`src/rtl/core/audio_bit_reservoir_macros.svh`:
```
// Assertion macros for the audio bit reservoir
`ifndef AUDIO_BIT_RESERVOIR_MACROS_SVH
`define AUDIO_BIT_RESERVOIR_MACROS_SVH

// Plain property, clocked on i_clk, off during reset
`define ABR_ASSERT(label, prop, msg) \
    label: assert property (@(posedge i_clk) disable iff (!i_rst_n) prop) else $error(msg);

// Condition in one cycle implies a consequence in the next
`define ABR_ASSERT_NEXT(label, ante, cons, msg) \
    `ABR_ASSERT(label, (ante) |=> (cons), msg)

`endif

```
`src/rtl/core/abr_pkg.sv`:
```
// Package for the audio bit reservoir: operation codes, widths and constants
`timescale 1ns / 1ps
`default_nettype none
package abr_pkg;

    typedef enum logic [2:0] {
        OP_CLEAR       = 3'd0,
        OP_FRAME_START = 3'd1,
        OP_GRANT       = 3'd2,
        OP_ADD         = 3'd3,
        OP_CONSUME     = 3'd4,
        OP_FRAME_END   = 3'd5
    } t_op;

    localparam int OP_W     = 3;
    localparam int AMOUNT_W = 14;
    localparam int GRANT_W  = 12;
    localparam int LEVEL_W  = 16;
    localparam int CAP_W    = 13;

    localparam logic [AMOUNT_W-1:0] FRAME_BITS_LIMIT = 14'd7680;
    localparam logic [CAP_W-1:0]    CAP_MAX          = 13'd4088;
    localparam logic [GRANT_W-1:0]  MAX_GRANT_RESET  = 12'd2000;
    localparam logic [AMOUNT_W-1:0] WANTED_MIN       = 14'd50;
    localparam int                  GRANT_MARGIN     = 74;

    // floor(x * 7 / 10) = (x * RECIP_7_10) >> 24, exact for x < 2^16
    localparam logic [23:0] RECIP_7_10  = 24'd11744054;
    localparam int          RECIP_SHIFT = 24;
    // floor(cap * 8 / 10) = (cap * RECIP_8_10) >> 19, exact for cap * 8 < 2^16
    localparam logic [18:0] RECIP_8_10  = 19'd419432;
    localparam int          CAP_SHIFT   = 19;

endpackage
`default_nettype wire

```
`src/rtl/core/audio_bit_reservoir.sv`:
```
// Audio bit reservoir: level and per-frame cap keeper for a layer-3 encoder
// A request passes through an input register and then a result register.
// Throughput: one request per cycle while the result side is not stalled; the level register
//   is updated as a request moves between the two registers, which sets this figure.
// Reset (synchronous, active low): level and frame cap cleared, max_grant back to 2000,
//   both stages emptied.
`timescale 1ns / 1ps
`default_nettype none
`include "audio_bit_reservoir_macros.svh"
module audio_bit_reservoir
    import abr_pkg::*;
(
    input  wire logic        i_clk,
    input  wire logic        i_rst_n,
    input  wire logic        i_s_axis_tvalid,
    output logic             o_s_axis_tready,
    input  wire logic [31:0] i_s_axis_tdata,  // amount[13:0], desired[27:14], zero pad
    input  wire logic [2:0]  i_s_axis_tuser,  // operation[2:0]
    output logic             o_m_axis_tvalid,
    input  wire logic        i_m_axis_tready,
    output logic [47:0]      o_m_axis_tdata,  // granted_bits[11:0], stuffing_bits[27:12],
                                              // level_after[43:28], zero pad
    input  wire logic        i_cfg_valid,
    output logic             o_cfg_ready,
    input  wire logic [11:0] i_cfg_data       // max_grant
);

    logic                       r_in_valid;
    logic [OP_W-1:0]            r_op;
    logic [AMOUNT_W-1:0]        r_amount;
    logic [AMOUNT_W-1:0]        r_wanted;

    logic                       r_out_valid;
    logic [GRANT_W-1:0]         r_out_granted;
    logic signed [LEVEL_W-1:0]  r_out_stuff;
    logic signed [LEVEL_W-1:0]  r_out_level;

    logic signed [LEVEL_W-1:0]  r_level;
    logic [CAP_W-1:0]           r_frame_cap;
    logic [GRANT_W-1:0]         r_cap_frac;
    logic [GRANT_W-1:0]         r_max_grant;

    logic                       w_move;
    logic signed [LEVEL_W-1:0]  n_level;
    logic [CAP_W-1:0]           n_frame_cap;
    logic [GRANT_W-1:0]         n_cap_frac;
    logic [GRANT_W-1:0]         n_granted;
    logic signed [LEVEL_W-1:0]  n_stuff;

    // level * 7 / 10, truncated toward zero
    logic [LEVEL_W-1:0]         w_lvl_mag;
    logic [39:0]                w_lvl_prod;
    logic signed [19:0]         w_lvl7;

    // grant
    logic [AMOUNT_W-1:0]        w_half;
    logic [AMOUNT_W-1:0]        w_b0;
    logic signed [19:0]         w_lvl;
    logic signed [19:0]         w_lvl_m74;
    logic signed [19:0]         w_b1;
    logic signed [19:0]         w_maxg;
    logic signed [19:0]         w_want;
    logic signed [19:0]         w_ext;
    logic signed [19:0]         w_bsum;
    logic signed [19:0]         w_surplus;
    logic signed [19:0]         w_g;

    // frame start
    logic [CAP_W-1:0]           w_cap_raw;
    logic [31:0]                w_cap_prod;

    // add / consume
    logic signed [17:0]         w_sum;

    // frame end
    logic signed [16:0]         w_lv17;
    logic signed [16:0]         w_cap17;
    logic signed [16:0]         w_over;
    logic signed [16:0]         w_lvc;
    logic signed [16:0]         w_rem;

    assign w_move          = r_in_valid && (!r_out_valid || i_m_axis_tready);
    assign o_s_axis_tready = !r_in_valid || w_move;
    assign o_m_axis_tvalid = r_out_valid;
    assign o_m_axis_tdata  = {4'd0, r_out_level, r_out_stuff, r_out_granted};
    assign o_cfg_ready     = 1'b1;

    always_comb begin
        w_lvl_mag  = r_level[LEVEL_W-1] ? LEVEL_W'(-r_level) : LEVEL_W'(r_level);
        w_lvl_prod = 40'(w_lvl_mag) * 40'(RECIP_7_10);
        w_lvl7     = r_level[LEVEL_W-1] ? -$signed({4'd0, w_lvl_prod[RECIP_SHIFT +: 16]})
                                        :  $signed({4'd0, w_lvl_prod[RECIP_SHIFT +: 16]});

        // grant budget
        w_half    = {1'b0, r_amount[AMOUNT_W-1:1]};
        w_b0      = (r_wanted < w_half) ? r_wanted : w_half;
        w_lvl     = 20'(r_level);
        w_lvl_m74 = w_lvl - 20'sd74;
        w_maxg    = $signed({8'd0, r_max_grant});
        w_want    = $signed({6'd0, r_wanted});
        w_b1      = $signed({6'd0, w_b0});
        if (w_b1 > w_maxg) begin
            w_b1 = w_maxg;
        end
        w_ext  = '0;
        w_bsum = w_b1;
        if (w_want > w_b1) begin
            w_ext = w_want - w_b1;
            if (w_ext > w_lvl7) begin
                w_ext = w_lvl7;
            end
            if (w_ext > w_lvl) begin
                w_ext = w_lvl;
            end
            w_bsum = w_b1 + w_ext;
            if (w_bsum > w_maxg) begin
                w_bsum = w_maxg;
            end
        end
        w_surplus = w_lvl - $signed({8'd0, r_cap_frac}) - w_ext;
        w_g       = w_bsum;
        if (w_surplus > 20'sd0 && r_wanted >= WANTED_MIN) begin
            w_g = w_bsum + w_surplus;
        end
        if (w_g > w_maxg) begin
            w_g = w_maxg;
        end
        if (r_frame_cap == '0) begin
            w_g = w_b1;
        end
        if (w_g > w_lvl_m74) begin
            w_g = w_lvl_m74;
        end
        if (w_g < 20'sd0) begin
            w_g = '0;
        end

        // frame start
        w_cap_raw  = (r_amount > FRAME_BITS_LIMIT) ? '0
                   : CAP_W'(FRAME_BITS_LIMIT - r_amount);
        if (w_cap_raw > CAP_MAX) begin
            w_cap_raw = CAP_MAX;
        end
        w_cap_prod = 32'(w_cap_raw) * 32'(RECIP_8_10);

        // add / consume
        w_sum = (r_op == OP_CONSUME) ? 18'(r_level) - $signed({4'd0, r_amount})
                                     : 18'(r_level) + $signed({4'd0, r_amount});

        // frame end
        w_lv17  = 17'(r_level);
        w_cap17 = $signed({4'd0, r_frame_cap});
        w_over  = (w_lv17 > w_cap17) ? w_lv17 - w_cap17 : '0;
        w_lvc   = w_lv17 - w_over;
        w_rem   = $signed({14'd0, w_lvc[2:0]});
        if (w_lvc < 17'sd0 && w_lvc[2:0] != 3'd0) begin
            w_rem = w_rem - 17'sd8;
        end
    end

    always_comb begin
        n_level     = r_level;
        n_frame_cap = r_frame_cap;
        n_cap_frac  = r_cap_frac;
        n_granted   = '0;
        n_stuff     = '0;
        case (r_op)
            OP_CLEAR: begin
                n_level = '0;
            end
            OP_FRAME_START: begin
                n_frame_cap = w_cap_raw;
                n_cap_frac  = w_cap_prod[CAP_SHIFT +: GRANT_W];
            end
            OP_GRANT: begin
                n_granted = w_g[GRANT_W-1:0];
            end
            OP_ADD, OP_CONSUME: begin
                if (w_sum > 18'sd32767) begin
                    n_level = 16'sh7fff;
                end else if (w_sum < -18'sd32768) begin
                    n_level = 16'sh8000;
                end else begin
                    n_level = w_sum[LEVEL_W-1:0];
                end
            end
            OP_FRAME_END: begin
                n_level = 16'(w_lvc - w_rem);
                n_stuff = 16'(w_over + w_rem);
            end
            default: begin
            end
        endcase
    end

    always_ff @(posedge i_clk) begin
        if (!i_rst_n) begin
            r_in_valid  <= 1'b0;
            r_out_valid <= 1'b0;
            r_level     <= '0;
            r_frame_cap <= '0;
            r_cap_frac  <= '0;
            r_max_grant <= MAX_GRANT_RESET;
        end else begin
            if (o_s_axis_tready) begin
                r_in_valid <= i_s_axis_tvalid;
            end
            if (w_move) begin
                r_out_valid <= 1'b1;
                r_level     <= n_level;
                r_frame_cap <= n_frame_cap;
                r_cap_frac  <= n_cap_frac;
            end else if (i_m_axis_tready) begin
                r_out_valid <= 1'b0;
            end
            if (i_cfg_valid) begin
                r_max_grant <= i_cfg_data;
            end
        end
    end

    always_ff @(posedge i_clk) begin
        if (o_s_axis_tready && i_s_axis_tvalid) begin
            r_op     <= i_s_axis_tuser;
            r_amount <= i_s_axis_tdata[AMOUNT_W-1:0];
            r_wanted <= i_s_axis_tdata[2*AMOUNT_W-1:AMOUNT_W];
        end
        if (w_move) begin
            r_out_granted <= n_granted;
            r_out_stuff   <= n_stuff;
            r_out_level   <= n_level;
        end
    end

    `ABR_ASSERT(a_cap_max, r_frame_cap <= CAP_MAX, "frame cap above limit")
    `ABR_ASSERT(a_cap_frac, r_cap_frac <= r_frame_cap, "cap fraction above cap")
    `ABR_ASSERT(a_grant_clamp, r_out_valid |-> r_out_granted <= r_max_grant, "grant above max")
    `ABR_ASSERT_NEXT(a_fe_align, w_move && r_op == OP_FRAME_END,
        r_level[2:0] == 3'd0, "level not byte aligned after frame end")
    `ABR_ASSERT_NEXT(a_level_track, w_move, r_out_level == r_level,
        "result level differs from state")

endmodule
`default_nettype wire
```
`config.mk`:
```
export PLATFORM = sky130hd
export DESIGN_NAME = audio_bit_reservoir
export DESIGN_NICKNAME = d
export VERILOG_FILES = /design/src/rtl/core/abr_pkg.sv /design/src/rtl/core/audio_bit_reservoir.sv
export VERILOG_INCLUDE_DIRS = /design/src /design/src/rtl/core
export SDC_FILE = /design/constraint.sdc
export NUM_CORES = 1
export LEC_CHECK = 0
export BUFFER_PORTS_ARGS = -buffer_cell sky130_fd_sc_hd__clkbuf_2
export CORE_ASPECT_RATIO = 1.75
export CORE_MARGIN = 4
export CORE_UTILIZATION = 50
export DETAILED_ROUTE_END_ITERATION = 12
export PLACE_DENSITY = 0.67
export RECOVER_POWER = 25
export SYNTH_ARGS = -nofsm -noshare
export SYNTH_HDL_FRONTEND = slang
export SYNTH_SLANG_ARGS = --single-unit
```
`constraint.sdc`:
```
create_clock -name i_clk -period 29.8 [get_ports i_clk]
set_input_delay 7.45 -clock i_clk [delete_from_list [all_inputs] [get_ports i_clk]]
set_output_delay 7.45 -clock i_clk [all_outputs]
set_load 0.005 [all_outputs]
```
==> flow_metrics.env <==
export IMPL_crit_fanout=33
export IMPL_outcome="finished with violations"
export IMPL_cp_slowest_cell="dfxtp_1"
export IMPL_synth_seq_area_share=0.127
export IMPL_maxSlewHeadroom=-0.554
export IMPL_fp_dieArea_um2=56800
export IMPL_min_from="r_cap_frac[8]"
export IMPL_critPathArrivalTime_ns=27.12
export IMPL_htreeDepth=4
export IMPL_post_route_period_util=0.902
export IMPL_cts_made_buffers=17
export IMPL_cts_hold_buf=0
export IMPL_grt_total_usage=0.296
export IMPL_ys_flop_type="edfxtp_1"
export IMPL_drt_initial_drc_count=1447
export IMPL_grt_pass1_vias=24769
export IMPL_insertion_delay_ns=0.45
export IMPL_rows=111
export IMPL_ctsResizeCount=0
export IMPL_die_width_um=182
export IMPL_syn_area_per_cell_um2=8.28
export IMPL_post_cts_buffers=0
export IMPL_worstPathRequired_ns=30.04
export IMPL_die_h_um=312
export IMPL_cts_max_path_buffers=2
export IMPL_path_clk_slew_ns=0.07
export IMPL_detail_route_wl_per_cell_um=21.7
export IMPL_synth_top_area_frac=0.224
export IMPL_finalSetupViolations=0
export IMPL_overflow=0
export IMPL_tightest_slew_ns=2.33
export IMPL_synth_most_common_cell="ha_1"
export IMPL_fin_tns_setup_ns=0
export IMPL_r2r_start="r_level[2]"
export IMPL_ys_warn_count=0
export IMPL_max_stage_delay_ns=0.67
export IMPL_cp_start_kind="register"
export IMPL_start_util=0.505
export IMPL_crit_path_start="r_level[2]"
export IMPL_grt_max_degree=57
export IMPL_cts_root_buf="clkbuf_16"
export IMPL_final_hold_viol_count=0
export IMPL_rsz0062_at_grt="no"
export IMPL_firstDrtPassIters=8
export IMPL_crit_type="reg -> reg"
export IMPL_cts_num_sinks=130
export IMPL_netlist_area_um2=26500
export IMPL_max_cap_viol_count=2
export IMPL_synthTopCellsByCount="ha_1 (473), inv_1 (457), nand2_1 (270)"
export IMPL_cp_top_family="compound AO/OA/AOI/OAI gates"
export IMPL_gp_congestion=1.01
export IMPL_yosysUniqueCellTypes=99
export IMPL_drcViolationCount=0
export IMPL_fmax_mhz=37.2
export IMPL_post_route_min_period_ns=26.88
export IMPL_antenna_found_initial=0
export IMPL_min_path_type="reg -> reg"
export IMPL_ios=103
export IMPL_syn_inst=3196
export IMPL_drive_gt1_frac=0.0761
export IMPL_totalWireLength_um=85500
export IMPL_synth_area_leaders="ha_1 (22%), fa_1 (13%), edfxtp_1 (8.5%)"
export IMPL_vias=23892
export IMPL_nets=3954
export IMPL_yosysTopAreaCell="ha_1"
export IMPL_core_area_um2=52400
export IMPL_ant_nets=0
export IMPL_avgViaCountPerCell=6.05
export IMPL_slew_violations=89
export IMPL_synth_seq_cells=130
export IMPL_grt_pass1_wl_um=133000
export IMPL_crit_path_end_kind="register"
export IMPL_violations="max-capacitance violations, max-slew violations"
export IMPL_portBuffers=93
export IMPL_syn2layout_area_growth_pct=6.51
export IMPL_clock_skew_final_ns=0.0158
export IMPL_cts_tree="built"
export IMPL_path_buf_inv=7
export IMPL_antenna_cells=0
export IMPL_synth_edf_count=75
export IMPL_dp_hpwl_um=73000
export IMPL_async_reset_ff_frac=0
export IMPL_nFillCells=4895
==> flip-flops by register name, summed over array words and instances (netlist names) <==
signal,cells
o_m_axis_tvalid,1
r_amount,14
r_cap_frac,12
r_frame_cap,13
r_in_valid,1
r_level,16
r_max_grant,12
r_op,3
r_out_granted,12
r_out_level,16
r_out_stuff,16
r_wanted,14
==> metrics by stage <==
step | hold slack, ns | area [µm²] | setup slack (ns) | instances | utilization
global placement | 0.463 | 27600 | 4.11 | 3916 | 0.528
floorplan | 0.441 | 26500 | 8.03 | 3207 | -
detailed placement | 0.471 | 27600 | 3.66 | 3916 | 0.528
CTS | 0.479 | 28200 | 3.52 | 3948 | 0.538
finish | 0.473 | 28200 | 2.92 | 3948 | 0.538
global route | 0.514 | 28200 | 1.54 | 3948 | 0.538
==> worst min-delay path, delay by kind of cell, from the launching register on <==
| family | cells | cell delay (ns) |
|---|---|---|
| AO/OA/AOI/OAI | 1 | 0.06 |
| flip-flops | 1 | 0.31 |
| AND/OR/NAND/NOR | 1 | 0.05 |
==> cell families (layout without fill, tap and decap cells) <==
logic type | count (synthesis) | after routing | synth area share
AOI/OAI and AO/OA | 795 | 795 | 0.200
xor gates and xnor gates | 186 | 186 | 0.0621
adders and majority gates | 645 | 645 | 0.354
buffers and inverters | 551 | 614 | 0.0802
DFF | 130 | 130 | 0.127
muxes | 60 | 60 | 0.0248
other | 2 | 13 | 0.000284
and+or+nand+nor | 827 | 827 | 0.152
==> worst paths after layout <==
path,to,slack (ns),cells after the start
hold reg to reg,r_cap_frac[8],0.47,2
setup reg to reg,r_out_granted[1],2.92,107
hold / removal,r_cap_frac[8],0.47,2
setup / recovery,r_out_granted[1],2.92,107
==> final cells by class <==
| class | instances | area [µm²] | area share |
|---|---|---|---|
| clock buffer | 20 | 458 | 0.0163 |
| sequential | 130 | 3350 | 0.119 |
| clock inverter | 12 | 97.6 | 0.00346 |
| tap | 678 | 848 | 0.0301 |
| inverter | 461 | 1730 | 0.0614 |
| timing repair buffer | 121 | 661 | 0.0234 |
| multi-input combinational | 2526 | 21000 | 0.746 |
==> metal layers <==
metal	vias to the layer above	GRT usage	routed length, µm	part of all wire
met4	0	0.221	7660	0.090
met3	329	0.0325	3600	0.042
met2	864	0.545	44300	0.52
met5	-	0	0	0
li1	11303	-	-	-
met1	11396	0.304	30000	0.35
==> layout by cell type, fill, tap and decap left out, drive strengths merged, types with 47 or more instances in the layout <==
cell,instances
a21o,67
a21oi,175
clkbuf,117
dfxtp,55
edfxtp,75
fa,172
ha,473
inv,465
nand2,270
nand3,47
nor2,171
nor3,76
o21ai,212
xnor2,139
xor2,47
Power is left out: the tool's default activity adds up to more than one toggle a clock period on the data nets, which glitch-free logic cannot reach.
